`src/design/rcpg_pkg.sv`:
```
// ----------------------------------------------------------------------------
// rcpg_pkg: shared types and constants for the random cyclic permutation
// generator.
// ----------------------------------------------------------------------------
package rcpg_pkg;

  localparam int unsigned MaxEntries = 4096;
  localparam int unsigned IdxW       = $clog2(MaxEntries);
  localparam int unsigned CntW       = IdxW + 1;

  localparam logic [63:0] SeedBase = 64'h9e3779b97f4a7c15;
  localparam int unsigned ShiftA   = 13;
  localparam int unsigned ShiftB   = 7;
  localparam int unsigned ShiftC   = 17;

  // Remainder unit: dividend bits retired per cycle.
  localparam int unsigned DivW      = 64;
  localparam int unsigned DivDigits = 4;
  localparam int unsigned DivSteps  = DivW / DivDigits;
  localparam int unsigned DivCntW   = $clog2(DivSteps);

  typedef enum logic [0:0] {
    OP_GENERATE = 1'b0,
    OP_READ     = 1'b1
  } rcpg_op_e;

  typedef enum logic [3:0] {
    ST_IDLE,
    ST_READ,
    ST_FILL,
    ST_STEP,
    ST_DIV,
    ST_WAIT,
    ST_SWAP_I,
    ST_SWAP_J,
    ST_LINK_RD,
    ST_LINK_WR,
    ST_DONE
  } rcpg_state_e;

  typedef struct packed {
    rcpg_op_e          opcode;
    logic [IdxW-1:0]   entry_index;
  } rcpg_cmd_t;

  typedef struct packed {
    logic [IdxW-1:0]   successor;
    logic              table_ready;
  } rcpg_result_t;

  // Random-number generator control from the sequencer.
  typedef struct packed {
    logic load;
    logic step;
  } rcpg_rng_ctl_t;

endpackage

```
`src/design/rcpg_mod_unit.sv`:
```
// ----------------------------------------------------------------------------
// rcpg_mod_unit: iterative remainder unit
// Computes a 64-bit dividend modulo a narrow divisor by restoring
// division, several dividend bits per cycle.
// ----------------------------------------------------------------------------
module rcpg_mod_unit (
  input  logic                        clk_i,
  input  logic                        rst_ni,
  input  logic                        start_i,
  input  logic [rcpg_pkg::DivW-1:0]   dividend_i,
  input  logic [rcpg_pkg::CntW-1:0]   divisor_i,
  output logic                        done_o,
  output logic [rcpg_pkg::IdxW-1:0]   rem_o
);

  logic [rcpg_pkg::DivW-1:0]    dvd_q, dvd_d;
  logic [rcpg_pkg::CntW-1:0]    dsr_q;
  logic [rcpg_pkg::CntW-1:0]    rem_q, rem_d;
  logic [rcpg_pkg::DivCntW-1:0] cnt_q, cnt_d;
  logic                         busy_q, busy_d;
  logic                         done_q, done_d;
  logic [rcpg_pkg::CntW-1:0]    r;
  logic [rcpg_pkg::DivW-1:0]    d;

  // The remainder stays below the divisor, so it fits IdxW bits before
  // each shift and CntW bits after it.
  always_comb begin
    r = rem_q;
    d = dvd_q;
    for (int k = 0; k < rcpg_pkg::DivDigits; k++) begin
      r = {r[rcpg_pkg::IdxW-1:0], d[rcpg_pkg::DivW-1]};
      d = {d[rcpg_pkg::DivW-2:0], 1'b0};
      if (r >= dsr_q) begin
        r = r - dsr_q;
      end
    end
  end

  always_comb begin
    dvd_d  = dvd_q;
    rem_d  = rem_q;
    cnt_d  = cnt_q;
    busy_d = busy_q;
    done_d = 1'b0;
    if (start_i) begin
      dvd_d  = dividend_i;
      rem_d  = '0;
      cnt_d  = '0;
      busy_d = 1'b1;
    end else if (busy_q) begin
      dvd_d = d;
      rem_d = r;
      cnt_d = cnt_q + 1'b1;
      if (cnt_q == rcpg_pkg::DivCntW'(rcpg_pkg::DivSteps - 1)) begin
        busy_d = 1'b0;
        done_d = 1'b1;
      end
    end
  end

  always_ff @(posedge clk_i or negedge rst_ni) begin
    if (!rst_ni) begin
      busy_q <= 1'b0;
      done_q <= 1'b0;
      cnt_q  <= '0;
    end else begin
      busy_q <= busy_d;
      done_q <= done_d;
      cnt_q  <= cnt_d;
    end
  end

  always_ff @(posedge clk_i) begin
    dvd_q <= dvd_d;
    rem_q <= rem_d;
    if (start_i) begin
      dsr_q <= divisor_i;
    end
  end

  assign done_o = done_q;
  assign rem_o  = rem_q[rcpg_pkg::IdxW-1:0];

endmodule

```
`config.mk`:
```
export PLATFORM = sky130hd
export DESIGN_NAME = rcpg_mod_unit
export DESIGN_NICKNAME = d
export VERILOG_FILES = /design/src/design/rcpg_pkg.sv /design/src/design/rcpg_mod_unit.sv
export SDC_FILE = /design/constraint.sdc
export NUM_CORES = 1
export LEC_CHECK = 0
export ABC_CLOCK_PERIOD_IN_PS = 7900
export BUFFER_PORTS_ARGS = -buffer_cell sky130_fd_sc_hd__buf_2
export CAP_MARGIN = 0
export CORE_ASPECT_RATIO = 0.75
export CORE_MARGIN = 1.5
export CORE_UTILIZATION = 53
export DETAILED_ROUTE_END_ITERATION = 6
export GPL_TIMING_DRIVEN = 0
export PLACE_DENSITY = 0.78
export SYNTH_ARGS = -nofsm -noshare
export SYNTH_HDL_FRONTEND = slang
export SYNTH_SLANG_ARGS = --single-unit
```
`constraint.sdc`:
```
create_clock -name clk_i -period 7.9 [get_ports clk_i]
set_input_delay 0.395 -clock clk_i [delete_from_list [all_inputs] [get_ports clk_i]]
set_output_delay 0.395 -clock clk_i [all_outputs]
set_load 0.1 [all_outputs]
```
==> results of run 1 <==
what timing repair did:
action / in CTS / in global routing
cloned: 0 / 1
hold endpoints to repair: 6 / 0
pin swaps: 13 / 36
buffers inserted: 13 / 18
hold buffers: 1 / 0
setup endpoints to repair: 12 / 12
resized for setup: 51 / 66
cells in the mapped netlist, drive strengths merged, types with 3 or more instances:
master,instances,area [µm²]
a211o,5,43.8
a211oi,5,37.5
a21o,12,90.1
a21oi,29,145
a311oi,3,32.5
a31oi,5,31.3
and2,5,33.8
buf,5,37.5
clkbuf,18,67.6
dfrtp,6,150
dfxtp,12,240
edfxtp,77,2310
fa,4,80.1
ha,53,663
inv,30,113
mux2,80,916
mux2i,9,90.1
nand2,18,67.6
nand2b,6,37.5
nand3,9,45.0
nand4,8,50.1
nor2,42,158
nor2b,9,56.3
nor3,22,110
nor3b,5,37.5
o21a,13,97.6
o21ai,30,154
o21bai,3,22.5
o31a,4,35.0
or2,5,31.3
or3,3,18.8
xnor2,24,210
xor2,11,96.3
layer usage:
metal	share of wire [%]	wire length, µm	track usage [%]	vias up
met3	6.4	1170	6.27	32
met1	45	8280	37.7	2609
met5	0	0	0	-
met2	47	8550	45.0	226
li1	-	-	-	2524
met4	1.6	299	6.84	0
final timing paths:
path	depth (start not counted)	to	startpoint
setup / recovery	32	rem_q[11]	dsr_q[8]
hold / removal	1	dsr_q[2]	divisor_i[2]
setup reg to reg	32	rem_q[11]	dsr_q[8]
hold reg to reg	2	rem_q[9]	rem_q[9]
max in group asynchronous	2	done_o	rst_ni
min in group asynchronous	2	cnt_q[0]	rst_ni
state kept, by name, indices dropped and copies added (netlist names):
name and count:
busy_q 1, cnt_q 4, done_o 1, dsr_q 13, dvd_q 64, rem_q 12
report_power, final:
part / internal (µW) / switching (µW)
Clock: 227 / 219
Combinational: 1420 / 1680
Sequential: 621 / 58.3
Total: 2270 / 1960
per-stage QoR:
step / hold WS (ns) / instances / cell area (µm²) / setup WS (ns) / power (µW)
3_5_place_dp: 0.225 / 854 / 7270 / -1.47 / 2950
3_3_place_gp: 0.223 / 854 / 7270 / -1.35 / 2890
5_1_grt: 0.201 / 898 / 8420 / -0.0955 / 4450
2_1_floorplan: 0.0994 / 600 / 6610 / 0.0657 / 2470
6_report: 0.215 / 898 / 8420 / 0.164 / 4230
4_1_cts: 0.208 / 881 / 7950 / -0.00356 / 3690
critical path: cells and delay by family, from the launching register on:
family,cells,cell delay (ns)
compound gates,15,3.45
simple gates,7,1.51
fa+ha+maj,4,1.13
mux,2,0.66
buf+inv,4,0.52
flops,1,0.35
kinds of logic (layout without fill, tap and decap cells):
family | after synthesis | in the layout
mux | 89 | 89
buf+inv | 53 | 188
fa+ha+maj | 57 | 57
flops | 95 | 95
compound gates | 131 | 132
xor+xnor | 35 | 35
simple gates | 140 | 140
area by class of cell:
type	instances	area (µm²)	area share, %
clock inverter	7	87.6	1.04
multi-input combinational	453	4220	50.1
sequential	95	2730	32.4
tap	162	203	2.41
buffer	18	109	1.29
clock buffer	9	225	2.67
inverter	30	118	1.40
timing repair buffer	124	727	8.63
==> impl_metrics.csv, run 1 <==
group,metric,value,unit
outcome,outcome,"finished clean",
synth,yosys.area_share.simple,10.7,%
final_layout,drive_above_1_share,43.9,%
clocking,cts_tree,"built",
synth,synthAdderAreaFrac,11.3,%
routing,drt-initial-drc-count,537,
final_layout,area_growth,28.3,%
critical_path,arrival,7.99,ns
critical_path,endpoint_kind,"flop",
sta,slew_violations,0,
place,gp_congestion,0.906,
power_and_ir_drop,power.leakage,0.00351,µW
floorplan,rows,34,
routing,ant_nets,0,
clocking,root_buffer,"clkbuf_16",
critical_path,max_stage_delay,0.44,ns
grt,grtUsageTotal,27.6,%
place,io_buffers,92,
grt,antenna_found_initial,0,
synth,synth_cell_type_count,60,
routing,detail_route.wl_per_cell,20.4,µm
synth,synth_top_family_by_area,"multiplexers",
routing,drc,0,
final_layout,layout_common_cells,"buf_2, edfxtp_1, mux2_2, nor2_1, ha_1",
critical_path,required,8.16,ns
final_layout,diodes,0,
sta,maxSlewHeadroom,43.1,%
clocking,cts.sinks,95,
floorplan,ioPinCount,93,
synth,synth_top_flop_cell,"edfxtp_1",
place,dp_hpwl,13200,µm
sta,hold_violations,0,
critical_path,start_kind,"flop",
synth,synth_edf_count,77,
power_and_ir_drop,irDropWorstVdd,267,µV
clocking,path_clk_slew,0.08,ns
sta,fin_setup_tns,0,ns
clocking,cts.htree.levels,3,
routing,vias_per_cell,6.00,
clocking,clk_latency,0.35,ns
grt,grt_pass1_wl,27900,µm
synth,synthArstFlopShare,6.32,%
sta,min_period,7.74,ns
synth,synth-compound-area-share,13.5,%
worst_hold_path,min_path_type,"in -> reg",
sta,clock_skew,0.0123,ns
final_layout,fin_nets,868,
final_layout,fill_cells,870,
floorplan,core,11800,µm²
critical_path,cp_slowest_cell,"o41a_1",
routing,dr.pass1.iters,5,
clocking,clockBufferDepth,2,
grt,grt_overflow,0,
synth,synth_nets,737,
run,timing.max_cap.violations,0,
synth,ys_seq_area_share,41.2,%
routing,vias,5391,
floorplan,die_h,99.4,µm
critical_path,critPathKind,"reg -> reg",
sta,setup_viol,0,
synth,ys_seq_elements,95,
grt,grt_start_max_net_pins,65,
floorplan,start_util,55.5,%
synth,synthesis.area,6560,µm²
critical_path,rrSetupSlack,0.16,ns
clocking,numCtsBuffers,9,
synth,syn_avg_cell_area,10.9,µm²
sta,fin_crit_sh,97.9,%
final_layout,final_common_cell,"buf_2",
synth,synthXorXnorAreaFrac,4.67,%
power_and_ir_drop,cellPowerDensity,502,nW/µm²
final_layout,post-route-util,71.2,%
floorplan,dieArea,13100,µm²
routing,wirelength,18300,µm
synth,syn_inst,600,
floorplan,die_w,132,µm
sta,worst_slew_pin_slew,0.853,ns
sta,fmax,0.129,GHz
grt,grt_pass1_vias,5448,
synth,ys_warn_count,0,
synth,muxShareOfSynthArea,15.3,%
critical_path,cp_max_fo,7,
Note: power is estimated with default switching activity, not from simulation.
==> inputs of run 2 (changes only) <==
--- a/config.mk
+++ b/config.mk
@@ -6,10 +6,9 @@
 export NUM_CORES = 1
 export LEC_CHECK = 0
 export ABC_CLOCK_PERIOD_IN_PS = 7900
-export BUFFER_PORTS_ARGS = -buffer_cell sky130_fd_sc_hd__buf_2
+export BUFFER_PORTS_ARGS = -buffer_cell sky130_fd_sc_hd__clkbuf_2
 export CAP_MARGIN = 0
-export CORE_ASPECT_RATIO = 0.75
-export CORE_MARGIN = 1.5
+export CORE_ASPECT_RATIO = 2
 export CORE_UTILIZATION = 53
 export DETAILED_ROUTE_END_ITERATION = 6
 export GPL_TIMING_DRIVEN = 0
==> run 2 against run 1 <==
The flow now finishes with violations (negative setup slack). Global-route usage rose by 3.6 points. Cell area rose by 5.4%. Cell count rose by 2.0%. Via count rose by 11%. Die area fell by 1.6%. Worst hold slack improved by 0.0019 ns. Non-clock buffer count rose by 34. Count of clock-buffer cells in the layout did not move. First-iteration DRC count fell by 12%. Register-to-register slack got worse by 0.63 ns. Critical endpoint is now rem_q[6].
==> impl_metrics.csv, run 2 (synthesis results as in run 1) <==
group,metric,value,unit
sta,clock_skew,0.00940,ns
sta,slew_violations,0,
final_layout,fin_nets,901,
clocking,cts.htree.levels,3,
run,timing.max_cap.violations,0,
floorplan,dieArea,12900,µm²
place,gp_congestion,0.976,
final_layout,largest_reg_flops,64,
place,dp_hpwl,14300,µm
critical_path,endpoint_kind,"flop",
critical_path,cp_max_fo,8,
final_layout,layout_common_cells,"clkbuf_2, edfxtp_1, mux2_2, buf_4, nor2_1",
place,dp.cells,839,
grt,grt_pass1_vias,5967,
routing,ant_nets,0,
sta,rsz0062_at_grt,"true",
outcome,outcome,"finished with violations",
final_layout,fin_cells,916,
floorplan,ioPinCount,93,
clocking,path_clk_slew,0.07,ns
place,io_buffers,92,
sta,setup_viol,12,
final_layout,area_growth,35.2,%
sta,fmax,0.120,GHz
clocking,numCtsBuffers,9,
final_layout,fill_cells,781,
grt,antenna_found_initial,0,
clocking,cts_tree,"built",
sta,worst_slew_pin_slew,0.854,ns
grt,grt_overflow,0,
floorplan,core,12100,µm²
floorplan,start_util,54.1,%
routing,drc,0,
grt,grt_start_max_net_pins,65,
routing,vias,5965,
final_layout,final_common_cell,"clkbuf_2",
grt,grtUsageTotal,31.2,%
grt,grt_pass1_wl,29600,µm
final_layout,largest_registers,"dvd_q: 64 flops, dsr_q: 13 flops, rem_q: 12 flops",
clocking,cts.sinks,95,
sta,min_period,8.36,ns
critical_path,required,8.15,ns
final_layout,diodes,0,
routing,drt-initial-drc-count,472,
worst_hold_path,min_path_type,"in -> reg",
floorplan,die_h,159,µm
final_layout,regMostFlops,"dvd_q",
sta,fin_crit_sh,106,%
sta,maxSlewHeadroom,43.1,%
routing,wirelength,22100,µm
clocking,clockBufferDepth,2,
clocking,clk_latency,0.35,ns
floorplan,rows,57,
sta,hold_violations,0,
floorplan,die_w,80.7,µm
sta,setup_slack,-0.465,ns
critical_path,cp_slowest_cell,"nor4_4",
final_layout,drive_above_1_share,48.2,%
routing,detail_route.wl_per_cell,24.2,µm
critical_path,max_stage_delay,0.58,ns
clocking,root_buffer,"clkbuf_16",
critical_path,start_kind,"flop",
routing,vias_per_cell,6.51,
critical_path,arrival,8.61,ns
critical_path,critPathKind,"reg -> reg",
outcome,violations,"negative setup slack",
routing,dr.pass1.iters,6,
-- run 2: cell types whose count changed in the layout (fill, tap and decap cells not counted), moves of 4 or more --
cell | previous run | this run
clkbuf_2 | 0 | 92
clkinv_4 | 0 | 4
buf_12 | 1 | 5
inv_2 | 8 | 4
ha_4 | 18 | 28
ha_1 | 30 | 21
buf_2 | 92 | 0
buf_4 | 27 | 60
-- run 2: critical path, delay by kind of cell (launching register included) --
family	cells	cell delay [ns]
AND/OR/NAND/NOR	11	2.68
AO/OA/AOI/OAI	12	2.13
buffers and inverters	10	1.35
adder cells (fa/ha/maj)	4	1.12
multiplexers	2	0.56
flip-flops	1	0.42
-- run 2: cell type report --
| class | instances | area [µm²] | area share [%] |
|---|---|---|---|
| clock inverter | 7 | 65.1 | 0.733 |
| tap | 147 | 184 | 2.07 |
| timing repair buffer | 159 | 1030 | 11.6 |
| buffer | 17 | 111 | 1.25 |
| sequential | 95 | 2730 | 30.8 |
| inverter | 30 | 134 | 1.51 |
| clock buffer | 9 | 225 | 2.54 |
| multi-input combinational | 452 | 4400 | 49.5 |
-- run 2: through the flow --
stage	utilization [%]	setup TNS [ns]	cell area, µm²	setup slack, ns	hold WS (ns)
after floorplan	-	0	6610	0.0657	0.0994
after global placement	59.8	-18.78	7250	-1.68	0.226
after detailed placement	59.8	-20.76	7250	-1.86	0.227
after CTS	66.7	0	8090	0.00899	0.215
after global routing	73.2	-6.14	8870	-0.625	0.211
final	73.2	-4.42	8870	-0.465	0.217
-- run 2: final timing paths --
| kind | start | endpoint | slack (ns) | cells after the start |
|---|---|---|---|---|
| min reg2reg | rem_q[9] | rem_q[9] | 0.51 | 2 |
| min in group asynchronous | rst_ni | cnt_q[0] | 0.40 | 2 |
| max reg2reg | dsr_q[4] | rem_q[6] | -0.46 | 39 |
| min | divisor_i[3] | dsr_q[3] | 0.22 | 1 |
| max | dsr_q[4] | rem_q[6] | -0.46 | 39 |
| max in group asynchronous | rst_ni | cnt_q[3] | 7.35 | 2 |
-- run 2: timing repair --
| item | CTS | global route |
|---|---|---|
| hold endpoints to repair | 6 | 0 |
| endpoints found under the setup margin | 12 | 12 |
| gates cloned | 0 | 1 |
| resized for setup | 70 | 85 |
| pin swaps | 25 | 42 |
| hold buffers | 1 | 0 |
| setup buffers | 21 | 45 |
-- run 2: metal layers --
metal	GRT usage [%]	vias to the layer above	share of wire, %
li1	-	2586	-
met1	27.5	2848	30
met2	58.3	363	53
met3	6.19	168	7.3
met4	23.9	0	9.4
met5	0	-	0
Power of run 2 is left out: the tool's default activity adds up to more than one toggle a clock period on the data nets, which glitch-free logic cannot reach.
