## src/design/rcpg_pkg.sv

```systemverilog
// ----------------------------------------------------------------------------
// rcpg_pkg: shared types and constants for the random cyclic permutation
// generator.
// ----------------------------------------------------------------------------
package rcpg_pkg;

  localparam int unsigned MaxEntries = 4096;
  localparam int unsigned IdxW       = $clog2(MaxEntries);
  localparam int unsigned CntW       = IdxW + 1;

  localparam logic [63:0] SeedBase = 64'h9e3779b97f4a7c15;
  localparam int unsigned ShiftA   = 13;
  localparam int unsigned ShiftB   = 7;
  localparam int unsigned ShiftC   = 17;

  // Remainder unit: dividend bits retired per cycle.
  localparam int unsigned DivW      = 64;
  localparam int unsigned DivDigits = 4;
  localparam int unsigned DivSteps  = DivW / DivDigits;
  localparam int unsigned DivCntW   = $clog2(DivSteps);

  typedef enum logic [0:0] {
    OP_GENERATE = 1'b0,
    OP_READ     = 1'b1
  } rcpg_op_e;

  typedef enum logic [3:0] {
    ST_IDLE,
    ST_READ,
    ST_FILL,
    ST_STEP,
    ST_DIV,
    ST_WAIT,
    ST_SWAP_I,
    ST_SWAP_J,
    ST_LINK_RD,
    ST_LINK_WR,
    ST_DONE
  } rcpg_state_e;

  typedef struct packed {
    rcpg_op_e          opcode;
    logic [IdxW-1:0]   entry_index;
  } rcpg_cmd_t;

  typedef struct packed {
    logic [IdxW-1:0]   successor;
    logic              table_ready;
  } rcpg_result_t;

  // Random-number generator control from the sequencer.
  typedef struct packed {
    logic load;
    logic step;
  } rcpg_rng_ctl_t;

endpackage

```

## src/design/rcpg_xorshift.sv

```systemverilog
// ----------------------------------------------------------------------------
// rcpg_xorshift: 64-bit xorshift generator state
// Loads a seed or advances one xorshift step (13, 7, 17) per request.
// ----------------------------------------------------------------------------
module rcpg_xorshift (
  input  logic                  clk_i,
  input  logic                  rst_ni,
  input  rcpg_pkg::rcpg_rng_ctl_t ctl_i,
  input  logic [63:0]           seed_i,
  output logic [63:0]           value_o
);

  logic [63:0] state_q, state_d;
  logic [63:0] t1, t2, t3;

  always_comb begin
    t1 = state_q ^ (state_q << rcpg_pkg::ShiftA);
    t2 = t1 ^ (t1 >> rcpg_pkg::ShiftB);
    t3 = t2 ^ (t2 << rcpg_pkg::ShiftC);
    priority if (ctl_i.load) begin
      state_d = seed_i;
    end else if (ctl_i.step) begin
      state_d = t3;
    end else begin
      state_d = state_q;
    end
  end

  always_ff @(posedge clk_i or negedge rst_ni) begin
    if (!rst_ni) begin
      state_q <= '0;
    end else begin
      state_q <= state_d;
    end
  end

  assign value_o = state_q;

endmodule

```

## config.mk

```make
export PLATFORM = sky130hd
export DESIGN_NAME = rcpg_xorshift
export DESIGN_NICKNAME = d
export VERILOG_FILES = /design/src/design/rcpg_pkg.sv /design/src/design/rcpg_xorshift.sv
export SDC_FILE = /design/constraint.sdc
export NUM_CORES = 1
export LEC_CHECK = 0
export BUFFER_PORTS_ARGS = -buffer_cell sky130_fd_sc_hd__clkbuf_2
export CELL_PAD_IN_SITES_DETAIL_PLACEMENT = 0
export CELL_PAD_IN_SITES_GLOBAL_PLACEMENT = 2
export CORE_AREA = 2 2 122 124
export CTS_CLUSTER_SIZE = 8
export DETAILED_ROUTE_END_ITERATION = 8
export DIE_AREA = 0 0 124 126
export PLACE_DENSITY = 0.85
export SETUP_SLACK_MARGIN = 0.3
export SLEW_MARGIN = 20
export SYNTH_ARGS = -nofsm -noshare
export SYNTH_HDL_FRONTEND = slang
export SYNTH_SLANG_ARGS = --single-unit
```

## constraint.sdc

```tcl
create_clock -name clk_i -period 3.81 [get_ports clk_i]
set_input_delay 0.762 -clock clk_i [delete_from_list [all_inputs] [get_ports clk_i]]
set_output_delay 0.762 -clock clk_i [all_outputs]
set_load 0.01 [all_outputs]
```

==> results.py, run 1 <==
metrics = {
    "setup_path": {
        "cp.required_ns": 4.04,
        "crit_fanout": 39,
        "arrival_ns": 2.31,
        "critPathCaptureType": "register",
        "critPathKind": "input pin to register",
        "startpoint_type": "input pin",
    },
    "sta": {
        "rsz0062_at_grt": "no",
        "setup_violations": 0,
        "finalHoldViolations": 0,
        "finalMaxSlewViolations": 0,
        "skew_ns": 0.005711,
        "fin_crit_ns": 2.084,
        "slew_headroom_pct": 50.83,
        "fin_setup_tns_ns": 0,
        "tightest_slew_ns": 0.7375,
        "finalCritPeriodShare_pct": 54.70,
        "fmax_ghz": 0.4799,
    },
    "final_layout": {
        "syn2layout_area_growth_pct": 19.56,
        "layout_commonest_cell": "clkbuf_2",
        "layout-drive-gt1-share_pct": 31.10,
        "final_nets": 647,
        "final_cell_mix": "clkbuf_2 (129), xnor2_1 (105), nand2_1 (70), dfrtp_1 (64), xor2_1 (42)",
        "largest_reg_flops": 64,
        "diodes": 0,
    },
    "clock_tree": {
        "cts_setup_buffers": 0,
        "clk_latency_ns": 0.34,
        "cts_buffer_depth": 2,
        "cts_tree": "built",
        "cts_resized": 0,
        "root_buffer": "clkbuf_16",
        "cts_sinks": 64,
        "clk_pin_slew_ns": 0.05,
        "cts_buffers": 9,
        "cts_hold_buf": 0,
        "htreeDepth": 3,
    },
    "die": {
        "row_count": 44,
        "die_h_um": 126,
        "ios": 132,
        "core-area_sq_um": 14310,
        "die_w_um": 124,
        "fp.dieArea_sq_um": 15620,
        "start_util_pct": 36.01,
    },
    "grt": {
        "grt_max_degree": 63,
        "grtUsageTotal_pct": 18.31,
        "antenna_found_initial": 0,
        "grt_pass1_vias": 3711,
        "grt_pass1_wl_um": 21190,
        "gr-total-overflow": 0,
    },
    "placed_design": {
        "place.detailed.hpwl_um": 10310,
        "portBuffers": 131,
        "place_congestion": 0.8141,
    },
    "power": {
        "p_leak_nw": 3.003,
        "comb_power_share_pct": 70.2,
        "p_int_mw": 5.111,
        "switchingPower_mw": 3.345,
        "p_total_mw": 8.457,
        "power.share.switching_pct": 39.56,
        "ir_drop_mv": 0.5168,
        "powerDensity_nw_per_um2": 1372,
        "seqPwrFrac_pct": 20.4,
        "clkPwrFrac_pct": 9.4,
    },
    "synth": {
        "ys_seq_area_share_pct": 31.07,
        "synth_area_per_cell_sq_um": 10.88,
        "yosysWarnings": 0,
        "synth_nets": 542,
        "synth-seq-cells": 64,
        "syn-cell-area_sq_um": 5155,
        "netlist_instances": 474,
        "yosysUniqueCellTypes": 33,
    },
    "drt": {
        "post_drt_wl_per_cell_um": 17.93,
        "dr.pass1.iters": 4,
        "drc_errors": 0,
        "vias": 3674,
        "finalWirelength_um": 13740,
        "detail-route-antenna-nets": 0,
        "initialDrtViolationCount": 261,
        "vias_per_cell": 4.796,
    },
    "run_status": {
        "status": "finished, final reports clean",
    },
    "worst_hold_path": {
        "worstHoldPathType": "input pin to asynchronous set/reset pin",
    },
    "flow_run": {
        "cap_viol_max_count": 0,
    },
}
## metal layers
metal	vias up	GRT usage, %	part of all wire, %
met5	-	0	0
met4	0	6.742	1.9
met3	16	3.578	5.2
met2	100	26.92	45
met1	1809	26.69	48
li1	1749	-	-
## power groups by stage
| stage | logic (mW) | clock network, mW | registers (mW) |
|---|---|---|---|
| after floorplan | 5.07 | 0 | 1.49 |
| after global placement | 5.89 | 0 | 1.73 |
| after detailed placement | 5.96 | 0 | 1.75 |
| after CTS | 6.00 | 0.811 | 1.74 |
| after global routing | 6.47 | 0.837 | 1.79 |
| final | 5.93 | 0.799 | 1.72 |
## critical path, cell delays in order
cell,delay [ns]
clkbuf_2,0.44
buf_4,0.52
nand2_1,0.15
xnor2_1,0.16
mux2_2,0.26
## final timing paths
path | startpoint | to | slack (ns) | cells after the start
worst max-delay path | ctl_i[0] | value_o[54] | 1.73 | 5
worst min-delay path | rst_ni | value_o[48] | 0.49 | 1
worst max register to register | value_o[29] | value_o[39] | 1.73 | 5
worst min register to register | value_o[63] | value_o[63] | 0.61 | 2
max in group asynchronous | rst_ni | value_o[16] | 2.35 | 2
min in group clk_i | value_o[63] | value_o[63] | 0.61 | 2
## cell usage after synthesis
| master | n | area (sq um) |
|---|---|---|
| nor3b_1 | 1 | 7.510 |
| nor2b_1 | 3 | 18.77 |
| buf_2 | 15 | 75.07 |
| xnor2_2 | 6 | 97.59 |
| o21ai_0 | 29 | 145.1 |
| and3_1 | 1 | 6.260 |
| buf_1 | 7 | 26.28 |
| o31a_1 | 1 | 8.760 |
| a211oi_1 | 4 | 30.03 |
| inv_1 | 1 | 3.750 |
| xor3_2 | 2 | 50.05 |
| clkinv_1 | 1 | 3.750 |
| nor2_1 | 11 | 41.29 |
| clkbuf_1 | 14 | 52.55 |
| o21ai_1 | 3 | 15.01 |
| a21oi_1 | 3 | 15.01 |
| xor2_2 | 1 | 16.27 |
| a211o_1 | 1 | 8.760 |
| xor3_1 | 4 | 95.09 |
| mux2i_1 | 9 | 90.09 |
| clkbuf_2 | 3 | 15.01 |
| xor2_1 | 42 | 367.9 |
| xnor2_1 | 105 | 919.6 |
| xnor3_1 | 36 | 810.8 |
| nand2b_1 | 3 | 18.77 |
| a21o_1 | 4 | 30.03 |
| nand2_1 | 70 | 262.8 |
| dfrtp_1 | 64 | 1602 |
| nor4_1 | 1 | 6.260 |
| buf_4 | 2 | 15.01 |
| a22o_1 | 1 | 8.760 |
| mux2_2 | 25 | 281.5 |
| a221o_1 | 1 | 10.01 |
## kinds of logic after synthesis
family | after synthesis | share of synthesized area [%]
multiplexers | 34 | 7.209
XOR/XNOR | 196 | 45.73
AO/OA/AOI/OAI | 47 | 5.267
AND/OR/NAND/NOR | 90 | 7.015
buffers and inverters | 43 | 3.713
flip-flops | 64 | 31.07
## stage by stage
stage / worst slack, ns / cell area (sq um) / hold WS (ns) / util (%) / std cells
floorplan: 1.896 / 5155 / 0.4664 / - / 474
global placement: 1.422 / 5889 / 0.6081 / 41.15 / 752
detailed placement: 1.386 / 5889 / 0.6090 / 41.15 / 752
CTS: 1.703 / 6163 / 0.5001 / 43.06 / 766
global route: 1.581 / 6163 / 0.5547 / 43.06 / 766
finish: 1.726 / 6163 / 0.4858 / 43.06 / 766
## area by class of cell
| type | instances | area [sq um] |
|---|---|---|
| fillers | 1459 | 8150 |
| multi-input cells | 367 | 3362 |
| flip-flops and latches | 64 | 1602 |
| repair buffers | 135 | 688.2 |
| clock buffers | 14 | 274.0 |
| well taps | 184 | 230.2 |
| inverters | 2 | 7.507 |
No activity file was read; power rests on OpenSTA's default activity.
==> run 2: changes to the inputs <==
CORE_AREA = 2 2 132 134   (was 2 2 122 124)
DIE_AREA = 0 0 134 136   (was 0 0 124 126)
PLACE_DENSITY = 0.77   (was 0.85)
clock period = 1.84 ns   (was 3.81 ns; I/O delays follow)
==> results.py, run 2 (synthesis results as in run 1) <==
metrics = {
    "sta": {
        "fmax_ghz": 0.5722,
        "setup_violations": 0,
        "fin_crit_ns": 1.748,
        "finalHoldViolations": 0,
        "tightest_slew_ns": 0.4962,
        "finalMaxSlewViolations": 0,
        "finalCritPeriodShare_pct": 94.99,
        "slew_headroom_pct": 66.71,
        "rsz0062_at_grt": "yes",
        "skew_ns": 0.006611,
    },
    "die": {
        "die_h_um": 136,
        "ios": 132,
        "die_w_um": 134,
        "row_count": 48,
        "core-area_sq_um": 16880,
        "start_util_pct": 30.55,
        "fp.dieArea_sq_um": 18220,
    },
    "drt": {
        "finalWirelength_um": 16420,
        "vias": 4059,
        "detail-route-antenna-nets": 0,
        "post_drt_wl_per_cell_um": 17.99,
        "initialDrtViolationCount": 210,
        "drc_errors": 0,
        "vias_per_cell": 4.446,
        "dr.pass1.iters": 4,
    },
    "placed_design": {
        "placed_cells": 836,
        "portBuffers": 131,
        "place_congestion": 0.8214,
        "place.detailed.hpwl_um": 11820,
        "placed_area_sq_um": 6558,
    },
    "clock_tree": {
        "htreeDepth": 3,
        "cts_buffers": 9,
        "cts_buffer_depth": 2,
        "cts_sinks": 64,
        "cts_hold_buf": 0,
        "cts_tree": "built",
        "root_buffer": "clkbuf_16",
        "clk_latency_ns": 0.34,
        "clk_pin_slew_ns": 0.06,
    },
    "worst_hold_path": {
        "worstHoldPathType": "input pin to asynchronous set/reset pin",
    },
    "setup_path": {
        "cp.required_ns": 2.07,
        "startpoint_type": "register",
        "critPathLaunch": "value_o[11]",
        "timing.rr.end": "value_o[28]",
        "critPathKind": "register to register",
        "arrival_ns": 1.98,
        "rr_worst_depth": 6,
        "crit_fanout": 3,
        "r2r_slack_ns": 0.09,
        "rr_startpoint": "value_o[11]",
        "critPathCaptureType": "register",
        "crit_path_end": "value_o[28]",
    },
    "grt": {
        "grtUsageTotal_pct": 18.22,
        "grt_max_degree": 65,
        "grt_pass1_vias": 4307,
        "antenna_found_initial": 0,
        "grt_pass1_wl_um": 24910,
        "gr-total-overflow": 0,
    },
    "final_layout": {
        "final_nets": 751,
        "layout_commonest_cell": "clkbuf_2",
        "largest_reg_flops": 64,
        "final_cell_mix": "clkbuf_2 (125), buf_4 (70), nand2_1 (68), xnor2_1 (62), dfrtp_2 (42)",
        "final_cells": 913,
        "layout-drive-gt1-share_pct": 57.56,
        "diodes": 0,
        "syn2layout_area_growth_pct": 58.20,
        "final_cell_area_sq_um": 8155,
    },
    "run_status": {
        "status": "finished, final reports clean",
    },
    "flow_run": {
        "cap_viol_max_count": 0,
    },
}
run 2: through the flow:
| step | setup WS [ns] | util (%) | hold slack (ns) | TNS [ns] |
|---|---|---|---|---|
| after detailed placement | -0.0004720 | 38.86 | 0.4242 | -0.0004720 |
| after floorplan | 0.07298 | - | 0.07241 | 0 |
| final | 0.09223 | 48.32 | 0.04955 | 0 |
| after global placement | 0.02608 | 38.86 | 0.4261 | 0 |
| after global routing | 0.03147 | 48.32 | 0.07746 | 0 |
| after CTS | 0.1041 | 44.34 | 0.05911 | 0 |
run 2: worst min-delay path by stage:
stage,startpoint,endpoint,cells past startpoint
5_1_grt,rst_ni,value_o[61],2
3_3_place_gp,rst_ni,value_o[61],2
3_5_place_dp,rst_ni,value_o[61],2
2_1_floorplan,rst_ni,value_o[0],0
4_1_cts,rst_ni,value_o[61],2
6_report,rst_ni,value_o[38],2
run 2: layout make-up:
| type | instances | area, sq um |
|---|---|---|
| fill | 1542 | 8721 |
| multi-input combinational | 367 | 4197 |
| timing repair buffer | 239 | 1734 |
| sequential | 64 | 1654 |
| clock buffer | 16 | 281.5 |
| tap | 225 | 281.5 |
| inverter | 2 | 7.507 |
run 2: critical path: stages, from the launching register on:
cell and delay (ns):
dfrtp_2 0.44, buf_8 0.15, xnor2_4 0.18, xnor3_1 0.44, nand2_2 0.09, xnor2_2 0.07, mux2_4 0.26
run 2: layer usage:
layer | vias up | track usage (%) | part of all wire (%)
met1 | 1998 | 25.04 | 47
met5 | - | 0 | 0
met3 | 15 | 3.542 | 4.7
met2 | 103 | 29.00 | 47
met4 | 0 | 5.851 | 1.3
li1 | 1943 | - | -
run 2: what timing repair did:
item / in CTS / in global routing
pin swaps: 42 / 44
buffers inserted: 38 / 23
endpoints found under the setup margin: 54 / 57
resized for setup: 67 / 87
Power of run 2 is left out: the tool's default activity adds up to more than one toggle a clock period on the data nets, which glitch-free logic cannot reach.
==> run 3: changes to the inputs <==
SETUP_SLACK_MARGIN = default   (was 0.3)
==> results.py, run 3 (synthesis results as in run 1) <==
metrics = {
    "run_status": {
        "status": "finished, final reports clean",
    },
    "sta": {
        "fin_setup_tns_ns": 0,
        "skew_ns": 0.003550,
        "finalMaxSlewViolations": 0,
        "slew_headroom_pct": 64.82,
        "tightest_slew_ns": 0.5277,
        "fmax_ghz": 0.5625,
        "rsz0062_at_grt": "yes",
        "setup_violations": 0,
        "setup_slack_ns": 0.06217,
        "finalHoldViolations": 0,
        "fin_crit_ns": 1.778,
        "finalCritPeriodShare_pct": 96.62,
        "timing.hold.ws_ns": 0.2304,
    },
    "setup_path": {
        "cp.required_ns": 2.07,
        "crit_fanout": 4,
        "cpMaxStageDelayCell": "dfrtp_1",
        "startpoint_type": "register",
        "crit_family": "XOR/XNOR gates",
        "crit_buf_inv": 1,
        "arrival_ns": 2.01,
        "critPathCaptureType": "register",
        "critPathKind": "register to register",
        "crit_chain": "xnor2_2 > buf_4 > xnor3_1 > nand2_1 > xnor2_1 > mux2_2",
        "cp_slowest_stage_delay_ns": 0.47,
    },
    "final_layout": {
        "layout-drive-gt1-share_pct": 40.03,
        "largest_reg_flops": 64,
        "syn2layout_area_growth_pct": 32.74,
        "final_cell_area_sq_um": 6843,
        "final_cell_mix": "clkbuf_2 (129), xnor2_1 (101), nand2_1 (70), buf_4 (69), dfrtp_1 (59)",
        "fin_util_pct": 40.55,
        "diodes": 0,
        "final_nets": 716,
        "layout_commonest_cell": "clkbuf_2",
        "final_cells": 877,
    },
    "die": {
        "start_util_pct": 30.55,
        "row_count": 48,
        "die_h_um": 136,
        "core-area_sq_um": 16880,
        "fp.dieArea_sq_um": 18220,
        "ios": 132,
        "die_w_um": 134,
    },
    "power": {
        "p_total_mw": 19.21,
        "powerDensity_nw_per_um2": 2807,
        "p_leak_nw": 3.382,
        "ir_drop_mv": 0.7676,
    },
    "placed_design": {
        "place.detailed.hpwl_um": 12570,
        "dp_worst_setup_slack_ns": -0.1007,
        "placed_area_sq_um": 6516,
        "placed_cells": 861,
        "portBuffers": 131,
        "place_congestion": 0.8387,
    },
    "drt": {
        "initialDrtViolationCount": 195,
        "vias": 3937,
        "finalWirelength_um": 15760,
        "vias_per_cell": 4.489,
        "detail-route-antenna-nets": 0,
        "dr.pass1.iters": 4,
        "drc_errors": 0,
        "post_drt_wl_per_cell_um": 17.97,
    },
    "clock_tree": {
        "clk_latency_ns": 0.35,
        "cts_setup_buffers": 0,
        "cts_buffers": 9,
        "clk_pin_slew_ns": 0.05,
        "cts_buffer_depth": 2,
        "htreeDepth": 3,
        "cts_tree": "built",
        "cts_sinks": 64,
        "root_buffer": "clkbuf_16",
    },
    "grt": {
        "grt_pass1_vias": 4206,
        "grt_max_degree": 40,
        "gr-total-overflow": 0,
        "antenna_found_initial": 0,
        "grt_pass1_wl_um": 24380,
        "grtUsageTotal_pct": 18.02,
    },
    "flow_run": {
        "cap_viol_max_count": 0,
    },
    "worst_hold_path": {
        "worstHoldPathType": "input pin to register",
    },
}
==> run 3: cell types whose count changed in the layout (fill, tap and decap cells not counted), sizes merged <==
cell / change
buf: -40
bufinv: +1
clkbuf: -1
clkinv: +3
dlygate4sd3: +1
==> run 3: power breakdown <==
group	leakage [nW]	switching, mW	internal (mW)
Clock	0.145	0.665	1.07
Sequential	0.754	1.02	2.09
Combinational	2.48	5.72	8.64
==> run 3: timing repair <==
action,4_1_cts,5_1_grt
setup endpoints to repair,2,11
hold buffers,1,0
endpoints found under the hold margin,3,0
resized for setup,1,7
==> run 3: final timing paths <==
kind / cells after the start / end / startpoint / slack [ns]
worst min-delay path: 2 / value_o[45] / seed_i[45] / 0.23
worst min register to register: 2 / value_o[47] / value_o[47] / 0.63
min in group asynchronous: 2 / value_o[38] / rst_ni / 0.53
worst max register to register: 6 / value_o[28] / value_o[22] / 0.06
worst max-delay path: 6 / value_o[28] / value_o[22] / 0.06
max in group asynchronous: 3 / value_o[30] / rst_ni / 0.72
==> run 3: layout make-up <==
cell class / count / area [sq um]
clock buffer: 11 / 242.7
inverter: 2 / 7.507
fill: 1703 / 10030
multi-input combinational: 367 / 3400
tap: 225 / 281.5
clock inverter: 4 / 45.04
sequential: 64 / 1608
timing repair buffer: 204 / 1259
==> run 3: worst register-to-register path, stage by stage (launching register included) <==
cell and delay [ns]:
dfrtp_1 0.47, xnor2_2 0.32, buf_4 0.18, xnor3_1 0.29
nand2_1 0.09, xnor2_1 0.06, mux2_2 0.26
==> run 3: layer usage <==
| metal | wire length [um] | share of wire, % | GRT usage, % | vias up |
|---|---|---|---|---|
| met4 | 192 | 1.2 | 4.787 | 0 |
| li1 | - | - | - | 1882 |
| met1 | 7328 | 46 | 24.40 | 1935 |
| met2 | 7306 | 46 | 28.63 | 108 |
| met5 | 0 | 0 | 0 | - |
| met3 | 935 | 5.9 | 4.735 | 12 |
